File: src/sv/bts_pkg.sv
package bts_pkg;

    typedef struct packed {
        logic [2:0]  operation;
        logic [15:0] block_count;
        logic [7:0]  payload_byte;
        logic [7:0]  rx_byte;
    } t_in;

    typedef struct packed {
        logic        tx_valid;
        logic [7:0]  tx_byte;
        logic [2:0]  status;
        logic        payload_ready;
        logic [7:0]  nak_count;
        logic [7:0]  block_number;
    } t_out;

    localparam logic [2:0] OP_START = 3'd0;
    localparam logic [2:0] OP_PAYLOAD = 3'd1;
    localparam logic [2:0] OP_RX = 3'd2;
    localparam logic [2:0] OP_TICK = 3'd3;
    localparam logic [2:0] OP_SLOT = 3'd4;

    localparam logic [1:0] REG_TIMEOUT = 2'd0;
    localparam logic [1:0] REG_SYNC = 2'd1;
    localparam logic [1:0] REG_BLOCK = 2'd2;
    localparam logic [1:0] REG_SETTLE = 2'd3;

    localparam logic [7:0] BYTE_START = 8'h01;
    localparam logic [7:0] BYTE_END = 8'h04;
    localparam logic [7:0] BYTE_ACK = 8'h06;
    localparam logic [7:0] BYTE_NAK = 8'h15;
    localparam logic [7:0] BYTE_CAN = 8'h18;
    localparam logic [7:0] BYTE_ESC = 8'h1b;
    localparam logic [7:0] BYTE_ABORT = 8'h61;

    localparam logic [2:0] ST_IDLE = 3'd0;
    localparam logic [2:0] ST_BUSY = 3'd1;
    localparam logic [2:0] ST_DONE = 3'd2;
    localparam logic [2:0] ST_NOSYNC = 3'd3;
    localparam logic [2:0] ST_HDRFAIL = 3'd4;
    localparam logic [2:0] ST_DATAFAIL = 3'd5;

    typedef enum logic [14:0] {
        PH_IDLE      = 15'h0001,
        PH_SEND_ESC  = 15'h0002,
        PH_SETTLE    = 15'h0004,
        PH_SEND_ABRT = 15'h0008,
        PH_WAIT_CAN  = 15'h0010,
        PH_FILL      = 15'h0020,
        PH_SEND_FRM  = 15'h0040,
        PH_WAIT_ACK  = 15'h0080,
        PH_SEND_CAN  = 15'h0100,
        PH_SEND_EOT  = 15'h0200,
        PH_WAIT_EOT  = 15'h0400,
        PH_DONE      = 15'h0800,
        PH_NOSYNC    = 15'h1000,
        PH_HDRFAIL   = 15'h2000,
        PH_DATAFAIL  = 15'h4000
    } t_phase;

    // Frame byte source selected by the engine, resolved in the back end.
    typedef enum logic [2:0] {
        SRC_NONE = 3'd0,
        SRC_CONST = 3'd1,
        SRC_STORE = 3'd2
    } t_src;

    typedef struct packed {
        t_src        src;
        logic [7:0]  tx_byte;
        logic [2:0]  status;
        logic        payload_ready;
        logic [7:0]  nak_count;
        logic [7:0]  block_number;
    } t_job;

endpackage

File: src/sv/bts_ram.sv
module bts_ram #(
    parameter int WIDTH = 8,
    parameter int DEPTH = 128
) (
    input  logic                     i_clk,
    input  logic                     i_we,
    input  logic [$clog2(DEPTH)-1:0] i_waddr,
    input  logic [WIDTH-1:0]         i_wdata,
    input  logic                     i_re,
    input  logic [$clog2(DEPTH)-1:0] i_raddr,
    output logic [WIDTH-1:0]         o_rdata
);
    logic [WIDTH-1:0] r_mem [DEPTH];
    logic [WIDTH-1:0] r_rdata;

    always_ff @(posedge i_clk) begin
        if (i_we) begin
            r_mem[i_waddr] <= i_wdata;
        end
        if (i_re) begin
            r_rdata <= r_mem[i_raddr];
        end
    end

    assign o_rdata = r_rdata;
endmodule

File: src/sv/bts_engine.sv
// Front part: protocol sequencer, one input beat per cycle while i_fire is high.
module bts_engine #(
    parameter int BLOCK_BYTES = 128
) (
    input  logic                           i_clk,
    input  logic                           i_rst_n,
    input  logic                           i_cfg_we,
    input  logic [1:0]                     i_cfg_index,
    input  logic [7:0]                     i_cfg_data,
    input  logic                           i_fire,
    input  bts_pkg::t_in                   i_item,
    output logic                           o_we,
    output logic [$clog2(BLOCK_BYTES)-1:0] o_waddr,
    output logic [7:0]                     o_wdata,
    output logic [$clog2(BLOCK_BYTES)-1:0] o_raddr,
    output bts_pkg::t_job                  o_job
);
    import bts_pkg::*;

    localparam int AW = $clog2(BLOCK_BYTES);
    localparam int IW = $clog2(BLOCK_BYTES + 5);
    localparam logic [IW:0] FRAME_LEN = (IW+1)'(BLOCK_BYTES + 5);
    localparam logic [IW:0] CK_LO = (IW+1)'(BLOCK_BYTES + 3);
    localparam logic [AW:0] FULL = (AW+1)'(BLOCK_BYTES);

    logic [7:0] r_timeout, r_sync, r_blkr, r_settle;
    t_phase r_phase, n_phase;
    logic [AW:0] r_fill, n_fill;
    logic [IW:0] r_sidx, n_sidx;
    logic [15:0] r_sum, n_sum, r_frame, n_frame, r_total, n_total;
    logic [3:0] r_tries, n_tries;
    logic [7:0] r_wait, n_wait, r_fail, n_fail;
    logic [7:0] wait_dec;
    logic [3:0] blk_min, sync_min, tries_dec;
    logic [IW:0] sidx_inc;
    logic [7:0] num;
    t_src src;
    logic [7:0] cbyte;
    logic [2:0] st;

    always_ff @(posedge i_clk) begin
        if (!i_rst_n) begin
            r_timeout <= 8'd50;
            r_sync <= 8'd3;
            r_blkr <= 8'd10;
            r_settle <= 8'd15;
        end else if (i_cfg_we) begin
            case (i_cfg_index)
                REG_TIMEOUT: r_timeout <= i_cfg_data;
                REG_SYNC:    r_sync <= {4'd0, i_cfg_data[3:0]};
                REG_BLOCK:   r_blkr <= {4'd0, i_cfg_data[3:0]};
                REG_SETTLE:  r_settle <= i_cfg_data;
                default:     r_settle <= r_settle;
            endcase
        end
    end

    assign wait_dec = (r_wait != 8'd0) ? r_wait - 8'd1 : 8'd0;
    assign tries_dec = (r_tries != 4'd0) ? r_tries - 4'd1 : 4'd0;
    assign blk_min = (r_blkr[3:0] != 4'd0) ? r_blkr[3:0] : 4'd1;
    assign sync_min = (r_sync[3:0] != 4'd0) ? r_sync[3:0] : 4'd1;
    assign sidx_inc = r_sidx + 1'b1;
    assign num = r_frame[7:0];

    always_comb begin
        n_phase = r_phase; n_fill = r_fill; n_sidx = r_sidx; n_sum = r_sum;
        n_frame = r_frame; n_total = r_total; n_tries = r_tries;
        n_wait = r_wait; n_fail = r_fail;
        src = SRC_NONE; cbyte = 8'd0;
        o_we = 1'b0;
        o_waddr = r_fill[AW-1:0];
        o_wdata = i_item.payload_byte;
        o_raddr = AW'(r_sidx - (IW+1)'(3));
        if (i_fire) begin
            case (i_item.operation)
                OP_START: begin
                    n_total = i_item.block_count; n_frame = '0; n_sidx = '0;
                    n_fill = '0; n_sum = '0; n_tries = '0; n_wait = '0;
                    n_phase = PH_SEND_ESC;
                end
                OP_PAYLOAD: begin
                    if (r_phase == PH_FILL && r_fill < FULL) begin
                        o_we = 1'b1;
                        n_sum = r_sum + {8'd0, i_item.payload_byte};
                        n_fill = r_fill + 1'b1;
                        if (n_fill >= FULL) begin
                            n_sidx = '0; n_tries = blk_min; n_phase = PH_SEND_FRM;
                        end
                    end
                end
                OP_RX, OP_TICK: begin
                    logic ack, fail, exp;
                    ack = 1'b0; fail = 1'b0;
                    exp = (i_item.operation == OP_TICK) && (wait_dec == 8'd0);
                    if (i_item.operation == OP_TICK) begin
                        if (r_phase == PH_SETTLE || r_phase == PH_WAIT_CAN ||
                            r_phase == PH_WAIT_ACK || r_phase == PH_WAIT_EOT) begin
                            n_wait = wait_dec;
                        end
                    end
                    case (r_phase)
                        PH_SETTLE: if (exp) n_phase = PH_SEND_ABRT;
                        PH_WAIT_CAN: begin
                            if (i_item.operation == OP_RX) begin
                                if (i_item.rx_byte == BYTE_CAN) begin
                                    n_fill = '0; n_sum = '0; n_phase = PH_FILL;
                                end
                            end else if (exp) begin
                                n_tries = tries_dec;
                                n_phase = (tries_dec != 4'd0) ? PH_SEND_ABRT : PH_NOSYNC;
                            end
                        end
                        PH_WAIT_ACK: begin
                            if (i_item.operation == OP_RX) begin
                                ack = (i_item.rx_byte == BYTE_ACK);
                                fail = (i_item.rx_byte == BYTE_NAK);
                            end else begin
                                fail = exp;
                            end
                        end
                        PH_WAIT_EOT: begin
                            if (i_item.operation == OP_RX) begin
                                if (i_item.rx_byte == BYTE_ACK || i_item.rx_byte == BYTE_NAK)
                                    n_phase = PH_DONE;
                            end else if (exp) begin
                                n_phase = PH_DONE;
                            end
                        end
                        default: n_phase = r_phase;
                    endcase
                    if (ack) begin
                        if (r_frame == r_total) n_phase = PH_SEND_EOT;
                        else begin
                            n_frame = r_frame + 16'd1;
                            n_fill = '0; n_sum = '0; n_phase = PH_FILL;
                        end
                    end
                    if (fail) begin
                        n_fail = r_fail + 8'd1;
                        n_tries = tries_dec;
                        if (tries_dec != 4'd0) begin
                            n_sidx = '0; n_phase = PH_SEND_FRM;
                        end else if (r_frame == 16'd0) begin
                            n_phase = PH_HDRFAIL;
                        end else begin
                            n_sidx = '0; n_phase = PH_SEND_CAN;
                        end
                    end
                end
                OP_SLOT: begin
                    case (r_phase)
                        PH_SEND_ESC: begin
                            src = SRC_CONST; cbyte = BYTE_ESC; n_sidx = sidx_inc;
                            if (sidx_inc >= (IW+1)'(2)) begin
                                n_sidx = '0; n_tries = sync_min;
                                if (r_settle != 8'd0) begin
                                    n_wait = r_settle; n_phase = PH_SETTLE;
                                end else n_phase = PH_SEND_ABRT;
                            end
                        end
                        PH_SEND_ABRT: begin
                            src = SRC_CONST; cbyte = BYTE_ABORT;
                            n_wait = r_timeout; n_phase = PH_WAIT_CAN;
                        end
                        PH_SEND_FRM: begin
                            src = SRC_CONST;
                            if (r_sidx == '0) cbyte = BYTE_START;
                            else if (r_sidx == (IW+1)'(1)) cbyte = num;
                            else if (r_sidx == (IW+1)'(2)) cbyte = ~num;
                            else if (r_sidx < CK_LO) src = SRC_STORE;
                            else if (r_sidx == CK_LO) cbyte = r_sum[7:0];
                            else cbyte = r_sum[15:8];
                            n_sidx = sidx_inc;
                            if (sidx_inc >= FRAME_LEN) begin
                                n_sidx = '0; n_wait = r_timeout; n_phase = PH_WAIT_ACK;
                            end
                        end
                        PH_SEND_CAN: begin
                            src = SRC_CONST; cbyte = BYTE_CAN; n_sidx = sidx_inc;
                            if (sidx_inc >= (IW+1)'(2)) begin
                                n_sidx = '0; n_phase = PH_DATAFAIL;
                            end
                        end
                        PH_SEND_EOT: begin
                            src = SRC_CONST; cbyte = BYTE_END;
                            n_wait = r_timeout; n_phase = PH_WAIT_EOT;
                        end
                        default: src = SRC_NONE;
                    endcase
                end
                default: n_phase = r_phase;
            endcase
        end
        case (n_phase)
            PH_IDLE:     st = ST_IDLE;
            PH_DONE:     st = ST_DONE;
            PH_NOSYNC:   st = ST_NOSYNC;
            PH_HDRFAIL:  st = ST_HDRFAIL;
            PH_DATAFAIL: st = ST_DATAFAIL;
            default:     st = ST_BUSY;
        endcase
        o_job.src = src;
        o_job.tx_byte = cbyte;
        o_job.status = st;
        o_job.payload_ready = (n_phase == PH_FILL);
        o_job.nak_count = n_fail;
        o_job.block_number = n_frame[7:0];
    end

    always_ff @(posedge i_clk) begin
        if (!i_rst_n) begin
            r_phase <= PH_IDLE; r_fill <= '0; r_sidx <= '0; r_sum <= '0;
            r_frame <= '0; r_total <= '0; r_tries <= '0; r_wait <= '0; r_fail <= '0;
        end else begin
            r_phase <= n_phase; r_fill <= n_fill; r_sidx <= n_sidx; r_sum <= n_sum;
            r_frame <= n_frame; r_total <= n_total; r_tries <= n_tries;
            r_wait <= n_wait; r_fail <= n_fail;
        end
    end
endmodule

File: src/sv/bts_backend.sv
// Back part: two-entry queue of jobs; frame-store read data joins the entry its job went to.
module bts_backend (
    input  logic          i_clk,
    input  logic          i_rst_n,
    input  logic          i_push,
    input  bts_pkg::t_job i_job,
    input  logic [7:0]    i_rdata,
    output logic          o_full,
    output logic          o_valid,
    input  logic          i_stall,
    output bts_pkg::t_out o_item
);
    import bts_pkg::*;

    // Slot 0 is head. Store reads land in the cycle after push, patched into the entry.
    t_job r_q [2];
    logic [7:0] r_b [2];
    logic [1:0] r_cnt, n_cnt;
    logic r_pend;
    logic [0:0] r_pslot;
    logic pop;
    logic [7:0] head_byte;

    assign pop = (r_cnt != 2'd0) && !i_stall && !(r_pend && r_pslot == 1'b0);
    assign o_valid = (r_cnt != 2'd0) && !(r_pend && r_pslot == 1'b0);
    assign o_full = (r_cnt == 2'd2) && !pop;
    assign n_cnt = r_cnt + {1'b0, i_push} - {1'b0, pop};
    assign head_byte = (r_q[0].src == SRC_STORE) ? r_b[0] : r_q[0].tx_byte;

    always_comb begin
        o_item.tx_valid = (r_q[0].src != SRC_NONE);
        o_item.tx_byte = head_byte;
        o_item.status = r_q[0].status;
        o_item.payload_ready = r_q[0].payload_ready;
        o_item.nak_count = r_q[0].nak_count;
        o_item.block_number = r_q[0].block_number;
    end

    always_ff @(posedge i_clk) begin
        logic [7:0] b0, b1;
        logic [0:0] wslot;
        b0 = r_b[0]; b1 = r_b[1];
        if (r_pend) begin
            if (r_pslot == 1'b0) b0 = i_rdata; else b1 = i_rdata;
        end
        if (pop) begin
            r_q[0] <= r_q[1]; b0 = b1;
        end
        wslot = (r_cnt - {1'b0, pop}) == 2'd0 ? 1'b0 : 1'b1;
        if (i_push) begin
            if (wslot == 1'b0) r_q[0] <= i_job; else r_q[1] <= i_job;
        end
        r_b[0] <= b0; r_b[1] <= b1;
        if (!i_rst_n) begin
            r_cnt <= '0; r_pend <= 1'b0; r_pslot <= 1'b0;
        end else begin
            r_cnt <= n_cnt;
            r_pend <= i_push && (i_job.src == SRC_STORE);
            r_pslot <= wslot;
        end
    end
endmodule

File: src/sv/block_transfer_sender.sv
// Results: a beat's result enters the result queue on acceptance; one that carries
//   a frame-store payload byte is offered only once the registered store read lands.
// Throughput: one input beat per cycle while o_stall is low; the two-entry result queue absorbs stalls.
// Reset: synchronous active-low i_rst_n returns the sequencer to idle, zeroes all
//   counters and restores register defaults; the frame store is not cleared.
module block_transfer_sender #(
    parameter int BLOCK_BYTES = 128
) (
    input  logic             i_clk,
    input  logic             i_rst_n,
    input  logic             i_cfg_we,
    input  logic [1:0]       i_cfg_index,
    input  logic [7:0]       i_cfg_data,
    input  logic             i_valid,
    output logic             o_stall,
    input  bts_pkg::t_in     i_item,
    output logic             o_valid,
    input  logic             i_stall,
    output bts_pkg::t_out    o_item
);
    import bts_pkg::*;

    localparam int AW = $clog2(BLOCK_BYTES);

    logic fire, we, full;
    logic [AW-1:0] waddr, raddr;
    logic [7:0] wdata, rdata;
    t_job job;

    // Front end halts only when the result queue cannot take another beat.
    assign o_stall = full;
    assign fire = i_valid && !full;

    bts_engine #(.BLOCK_BYTES(BLOCK_BYTES)) u_engine (
        .i_clk, .i_rst_n, .i_cfg_we, .i_cfg_index, .i_cfg_data,
        .i_fire(fire), .i_item,
        .o_we(we), .o_waddr(waddr), .o_wdata(wdata), .o_raddr(raddr), .o_job(job)
    );

    // Frame payload store: written while filling, read while sending.
    bts_ram #(.WIDTH(8), .DEPTH(BLOCK_BYTES)) u_store (
        .i_clk, .i_we(we), .i_waddr(waddr), .i_wdata(wdata),
        .i_re(fire && job.src == SRC_STORE), .i_raddr(raddr), .o_rdata(rdata)
    );

    bts_backend u_back (
        .i_clk, .i_rst_n, .i_push(fire), .i_job(job), .i_rdata(rdata),
        .o_full(full), .o_valid, .i_stall, .o_item
    );

    a_txb: assert property (@(posedge i_clk) disable iff (!i_rst_n)
        o_valid && !o_item.tx_valid |-> o_item.tx_byte == 8'd0)
        else $error("idle slot with nonzero byte");
    a_rdy: assert property (@(posedge i_clk) disable iff (!i_rst_n)
        o_valid && o_item.payload_ready |-> o_item.status == ST_BUSY)
        else $error("payload ready outside busy");
    a_wr: assert property (@(posedge i_clk) disable iff (!i_rst_n)
        we |-> fire && i_item.operation == OP_PAYLOAD)
        else $error("store write without payload beat");
endmodule
File: config.mk
export PLATFORM = sky130hd
export DESIGN_NAME = block_transfer_sender
export DESIGN_NICKNAME = d
export VERILOG_FILES = /design/src/sv/bts_pkg.sv /design/src/sv/bts_ram.sv /design/src/sv/bts_engine.sv /design/src/sv/bts_backend.sv /design/src/sv/block_transfer_sender.sv
export SDC_FILE = /design/constraint.sdc
export NUM_CORES = 2
export LEC_CHECK = 0
export ABC_CLOCK_PERIOD_IN_PS = 5600
export BUFFER_PORTS_ARGS = -buffer_cell sky130_fd_sc_hd__buf_2
export CAP_MARGIN = 20
export CELL_PAD_IN_SITES_DETAIL_PLACEMENT = 0
export CELL_PAD_IN_SITES_GLOBAL_PLACEMENT = 2
export CORE_MARGIN = 5
export CORE_UTILIZATION = 48
export DETAILED_ROUTE_END_ITERATION = 16
export PLACE_DENSITY = 0.77
export SKIP_CTS_REPAIR_TIMING = 1
export SLEW_MARGIN = 5
export SYNTH_ARGS = -nofsm -noshare
export SYNTH_HDL_FRONTEND = slang
export SYNTH_SLANG_ARGS = --single-unit
File: constraint.sdc
create_clock -name i_clk -period 5.6 [get_ports i_clk]
set_input_delay 0.28 -clock i_clk [delete_from_list [all_inputs] [get_ports i_clk]]
set_output_delay 0.28 -clock i_clk [all_outputs]
set_load 0.02 [all_outputs]
## Word-level counts from Yosys, hierarchy flattened

Memories as Yosys holds them, arrays and structs flattened. A register that Yosys moved wholly into a read port is not among the register bits.
Cells that the tools add are included.

| storage, ports and cells | value |
|---|---|
| bits in registers | 128 |
| memory bits (writable) | 1102 |
| bits of input ports | 50 |
| output and inout port bits | 31 |
| logic and storage cells | 256 |
| memories kept | 3 |

Memory list:

| memory | depth | bits a word | rd ports | clocked after memory_dff | write ports | RTL line | text |
|---|---|---|---|---|---|---|---|
| u_store.r_mem | 128 | 8 | 1 | 1 | 1 | bts_ram.sv:13 | `logic [WIDTH-1:0] r_mem [DEPTH];` |
| u_back.r_q | 2 | 31 | 2 | 0 | 2 | bts_backend.sv:16 | `t_job r_q [2];` |
| u_back.r_b | 2 | 8 | 2 | 0 | 2 | bts_backend.sv:17 | `logic [7:0] r_b [2];` |

| operators by class | value |
|---|---|
| $add $sub $neg | 11 |
| order comparisons | 5 |
| equal/unequal tests | 51 |
| mux-type cells | 117 |
| bitwise operators | 3 |
| reduce and logical (&&, ||, !) cells | 49 |

Operators by type and width:

| operator | count |
|---|---|
| 15-bit 2-to-1 mux | 16 |
| 8-bit 2-to-1 mux | 29 |
| 16-bit 2-to-1 mux | 8 |
| 15-bit one-hot mux with 5 select lines | 1 |
| 8-bit one-hot mux with 3 select lines | 3 |
| 9-bit 2-to-1 mux | 7 |
| 15-bit one-hot mux with 4 select lines | 1 |
| 4-bit 2-to-1 mux | 12 |
| 16-bit one-hot mux with 3 select lines | 1 |
| 15-bit one-hot mux with 3 select lines | 1 |
| 8-bit one-hot mux with 5 select lines | 1 |
| 9-bit one-hot mux with 4 select lines | 1 |
| 16-bit one-hot mux with 2 select lines | 1 |
| 31-bit 2-to-1 mux | 1 |
| 15-bit by 6-bit == test with 1-bit output, second input constant | 2 |
| 1-bit 2-to-1 mux | 21 |
| 4-bit nonzero test | 5 |
| 9-bit one-hot mux with 2 select lines | 1 |
| 16-bit by 1-bit adder with 16-bit output, second input constant | 1 |
| 16-bit by 8-bit adder with 16-bit output | 1 |
| 8-bit by 1-bit adder with 8-bit output, second input constant | 2 |
| 16-bit == test | 1 |
| 8-bit by 5-bit == test with 1-bit output, second input constant | 2 |
| 16-bit zero test | 1 |
| other kinds (69) | 116 |

## Depth between registers and ports, before layout

| logic depth | value |
|---|---|
| depth in word-level cells | 16 |
| gate-level depth with buffers | 16 |
| depth with buffers taken out | 12 |

## Modules after synthesis

From an unflattened synthesis, not the netlist that was laid out.

| second synthesis, totals | value |
|---|---|
| cells, all modules | 2843 |
| area total of the unflattened synthesis | 51237.9 µm² |

Modules (own cells, without submodules):

| module | times used | cells each | area each (µm²) | seq. area each (µm²) |
|---|---|---|---|---|
| bts_ram | 1 | 1635 | 39741.9 | 30989.7 |
| bts_engine | 1 | 1018 | 8036.5 | 2482.4 |
| bts_backend | 1 | 187 | 3435.8 | 2342.2 |
| block_transfer_sender | 1 | 3 | 23.8 | 0.0 |

## Least setup slack after synthesis

Ideal clock, no wire load.

| timing path | value |
|---|---|
| kind | register to register |
| from | reg u_engine.r_sidx[0] |
| to | mem u_back.r_q[0][16] (netlist bit) (data pin) |
| library setup time | 0.180 ns |
| data arrival time | 4.077 ns |
| required time | 5.420 ns |
| slack | 1.343 ns |
| stages on the path, launching flop included | 17 |
| buffers on the path | 4 |
| period minus slack after synthesis | 4.257 ns |
| cells stage by stage | dfxtp_1 clkbuf_1 buf_1 clkbuf_1 inv_1 ha_1 clkbuf_1 nor2_1 a21oi_1 a211oi_1 o211a_1 a211oi_2 o21ai_0 nor3_1 nand4_2 or3_4 o41ai_2 |

RTL lines:

| what | RTL line | text |
|---|---|---|
| start: declaration | bts_engine.sv:29 | `logic [IW:0] r_sidx, n_sidx;` |
| start signal: assignment | bts_engine.sv:215 | `r_phase <= n_phase; r_fill <= n_fill; r_sidx <= n_sidx; r_sum <= n_sum;` |
| end: declaration | bts_backend.sv:16 |  |

## Worst setup path after layout

| timing path | value |
|---|---|
| from | reg u_engine.r_phase[14] |
| to | mem u_store.r_mem[108][7] (enable) |

| between the ends | value |
|---|---|
| word-level cells in the longest chain between the ends | 7 |

RTL lines:

| what | RTL line | text |
|---|---|---|
| start: declaration | bts_engine.sv:27 | `t_phase r_phase, n_phase;` |
| start signal: assignment | bts_engine.sv:215 |  |
| 15-bit by 6-bit == test with 1-bit output | bts_engine.sv:82 | `if (r_phase == PH_FILL && r_fill < FULL) begin` |
| 1-bit logical AND | bts_engine.sv:82 |  |
| 1-bit 2-to-1 mux | bts_engine.sv:82 |  |
| 1-bit 2-to-1 mux | bts_engine.sv:75 | `case (i_item.operation)` |
| 1-bit 2-to-1 mux | bts_engine.sv:74 | `if (i_fire) begin` |
| 1-bit 2-to-1 mux | bts_ram.sv:17 | `if (i_we) begin` |
| 1-bit 2-to-1 mux (implied by the code) | bts_ram.sv:18 | `r_mem[i_waddr] <= i_wdata;` |
| end: declaration | bts_ram.sv:13 |  |

No other way between the ends.

==> results by stage <==
Yosys:
- The share of the Yosys chip area taken by registers is 70.5%.
- The main combinational cell family by area after synthesis is multiplexers.
- Counting instances in the post-synthesis netlist gives the leading cell types as 1100 x edfxtp_1, 320 x mux4_2, 255 x nor2_1, 180 x nand2_1, 136 x dfxtp_1.
- The arithmetic-cell share of the synthesized area counting full adders, half adders and majority gates is 0.533%.
- For this run, the leading register cell type out of synthesis is edfxtp_1.
- The summed instance area of the synthesized netlist is 50700 um^2.
- The XOR/XNOR share of the synthesized area is 0.897%.
- The number of nets in the synthesized netlist is 3003.
- Ranked by total cell area, the synthesized netlist is headed by edfxtp_1 65%, mux4_2 14%, dfxtp_1 5.4%.
- After synthesis, the share of flip-flops with an asynchronous set or reset is 0%.
- The number of distinct standard cells referenced by the synthesized netlist is 87.
- The top cell type by total area after synthesis is edfxtp_1.
- In the synthesized netlist, mux cells make up 16.2% of the area.
- By instance count, the leading cell after synthesis is edfxtp_1.
- Counting flops with a built-in enable in the synthesized netlist gives 1100.
- The synthesized flop and latch total is 1236.
- Counting every instance in the synthesized netlist gives 2932.
- The synthesized netlist devotes 6.38% of its cell area to simple gates.
- A synthesized cell averages 17.3 um^2.
- The synthesized design devotes to its leading area cell type 65.1% of total area.
- The total number of yosys warnings is 0.
- The post-synthesis compound-gate area fraction is 3.72%.

Power:
- The power share of the clock group is 42.2%.
- The internal portion of the total power is 15.8 mW.
- Across the VDD grid, the largest voltage drop is 0.343 mV.
- The areal power density over the cells is 356 nW/um^2.
- The share of total power dissipated in combinational logic is 6.4%.
- The power dissipated by switching net loads is 4.49 mW.
- The relative contribution of sequential cells to total power is 51.3%.
- The switching share of total power is 22.1%.
- The analysis attributes to cell leakage a power of 18.1 nW.

Placement:
- Routability-driven placement finished with a final weighted congestion of 0.880.
- The HPWL after detailed placement is 78100 um.
- The number of I/O port buffers is 80.
- The area after detailed placement is 52600 um^2.

Cells and area:
- The final layout contains 3117 nets.
- The final design area excluding fillers is 57200 um^2.
- The layout filler cell count is 8213.
- In the final layout, the share of cells above drive strength 1 is 23.5%.
- Compared with the post-synthesis result, the final layout area differs by 12.7%.

Floorplanning:
- In this run the standard cell core region covers 105000 um^2.
- Measured along the y axis, the die boundary spans 335 um.
- During I/O placement, the number of pins put on the boundary was 81.
- The count of standard-cell rows is 119.
- The die boundary width is 335 um.
- The initial cell density of the core is 48.3%.
- The total die area is 112000 um^2.

STA:
- The count of endpoints failing hold in the final timing report is 0.
- Headroom to the max-slew limit came out at 25.8%.
- The final-report max-slew violation count came to 0.
- Dividing the final minimum period by the clock period gives 86.8%.
- The worst-case clock skew is 0.0301 ns.
- Based on the critical path, the design can be clocked at up to 0.206 GHz.
- The number of setup violations in the final report is 0.
- The final sum of negative setup slack is 0 ns.
- At the pin with the least slew margin, the transition time is 1.11 ns.
- The final critical path time including I/O delays and setup is 4.86 ns.
- Setup repair after global routing left no endpoint under its margin.

Worst setup path:
- The required time of the critical path is 5.95 ns.
- The highest fanout seen on the critical path is 12.
- Counting both buffers and inverters, the worst setup path holds a total of 1.
- The worst stage delay on the critical path is 0.79 ns.
- The endpoint class of the critical path is a register.
- The category of cells accounting for the largest share of critical-path delay is simple AND/OR/NAND/NOR gates.
- Traced cell by cell, the critical path runs through or4_1, or4_1, or3_1, or3_1, nor2_1, nand2_1, buf_4, nor2_1.
- The worst setup path is of the register to register kind.
- STA classifies the critical path startpoint as a register.
- The reg2reg setup slack is 0.74 ns.
- The arrival time of data at the critical path endpoint is 5.22 ns.
- For this design, the slowest cell found on the critical path is or4_1.

GRT:
- The first global-routing pass estimated 182000 um of wire.
- Global routing used 21.8% of the available tracks.
- The via count of the first global-routing pass is 27400.
- The number of antenna violations at the first check in global routing is 0.
- After global routing the overflow that remains totals 0.
- Entering global routing, the biggest net connects 170 pins.

Clock tree:
- The later pin in the worst-skew pair is clocked with a latency of 0.75 ns.
- TritonCTS built the clock tree.
- The clock net in this run drives a total of 1236 sinks.
- The clock passes through at most 3 buffers.
- The number of clock buffers inserted by TritonCTS is 130.
- The library cell used as clock root buffer is clkbuf_16.
- The H-tree was split into 4 levels.
- After clock tree synthesis, the clock-pin slew on the worst setup and hold paths is 0.06 ns.

Detailed routing:
- The post-detailed-route wirelength per cell is 27.1 um.
- The number of design-rule violations left by the first detailed-router iteration is 2910.
- The number of routed nets with antenna violations is 0.
- Wires add up to 123000 um.
- The DRC violations left is 0.
- Before antenna repair, the detailed router went through 6 iterations.
- The via count of the routed design is 27200.
- The ratio of routed vias to standard cells is 5.99.

Run:
- Across the run, the number of max-cap violations was 0.

Hold path:
- The tightest min-delay check is of the input pin to register type.

Status:
- The flow ran to the end, and the final reports show no timing, DRC or antenna violations.
[cell type report]
cell class	count	area [um^2]	share of cell area [%]
clock buffers	153	3370	5.89
diodes	1	2.50	0.00438
repair buffers	166	1150	2.01
clock inverters	81	886	1.55
well taps	1391	1740	3.04
flip-flops and latches	1236	35800	62.5
inverters	34	128	0.223
multi-input cells	1478	14100	24.7
[path summary, 6_finish.rpt]
path | start | end | depth (start not counted)
worst min-delay path | i_stall | u_back.r_b[0][7] | 2
worst min register to register | u_engine.r_timeout[1] | u_engine.r_timeout[1] | 2
worst max register to register | u_engine.r_phase[14] | u_store.r_mem[108][7] | 8
worst max-delay path | u_engine.r_phase[14] | u_store.r_mem[108][7] | 8
[layout by cell type, fill, tap and decap left out, drive strengths merged, types with 7 or more instances in the layout]
master | Yosys | layout
edfxtp | 1100 | 1100
mux4 | 320 | 320
nor2 | 256 | 256
nand2 | 180 | 180
clkbuf | 121 | 153
buf | 63 | 139
dfxtp | 136 | 136
a21oi | 110 | 110
o21ai | 64 | 64
clkinv | 1 | 52
mux2i | 51 | 51
mux2 | 45 | 45
inv | 33 | 43
nand3 | 42 | 42
nor3 | 35 | 35
xor2 | 29 | 29
dlygate4sd3 | 0 | 27
and2 | 25 | 25
xnor2 | 23 | 23
ha | 20 | 20
nor4 | 20 | 20
a22oi | 19 | 19
and3 | 18 | 18
a31oi | 18 | 18
or3 | 18 | 18
bufinv | 0 | 16
nor2b | 15 | 15
nand4 | 14 | 14
or4 | 13 | 13
or2 | 13 | 13
o211ai | 12 | 12
o22ai | 12 | 12
nand2b | 10 | 10
nor3b | 8 | 8
a211oi | 7 | 7
[routing by layer]
metal,global-route usage [%],part of all wire [%]
met5,0,0
met4,5.67,2.2
met2,36.9,51
met1,29.8,41
met3,3.80,6.0
[registers in the layout, summed over array words and instances, names as in the netlist, 2 cells and up]
signal              cells
u_engine.r_sidx         9
u_engine.r_frame       16
u_engine.r_timeout      8
u_engine.r_phase       15
u_engine.r_wait         8
u_engine.r_tries        4
u_engine.r_settle       8
u_store.o_rdata         8
u_engine.r_total       16
u_engine.r_fail         8
u_engine.r_sum         16
u_back.r_q             60
u_engine.r_fill         8
u_engine.r_blkr         4
u_back.r_b             16
u_store.r_mem        1024
u_back.r_cnt            2
u_engine.r_sync         4
[metrics by stage]
step | worst slack [ns] | hold WS, ns | power (mW) | util [%] | cells
after floorplan | 1.34 | 0.379 | 11.5 | - | 2932
after global routing | 0.497 | 0.0117 | 21.0 | 54.4 | 4539
after detailed placement | 0.763 | 0.456 | 11.9 | 50.1 | 4277
after CTS | 0.763 | -0.264 | 20.5 | 54.1 | 4511
final | 0.737 | 0.00926 | 20.3 | 54.4 | 4540
after global placement | 0.886 | 0.454 | 11.9 | 50.1 | 4275
[kinds of logic (layout without fill, tap and decap cells)]
group,Yosys count,after routing
fa+ha+maj,21,21
xor+xnor,52,52
other cells,0,1
simple gates,688,688
compound gates,301,301
flops,1236,1236
buf+inv,218,434
mux,416,416
[power by group through the flow]
stage	Combinational [mW]	Clock (mW)	Sequential (mW)
after floorplan	0.877	0	10.6
after global placement	1.30	0	10.6
after detailed placement	1.32	0	10.6
after CTS	1.32	8.76	10.4
after global routing	1.43	9.15	10.4
final	1.31	8.59	10.4
No activity file was read; power rests on OpenSTA's default activity.
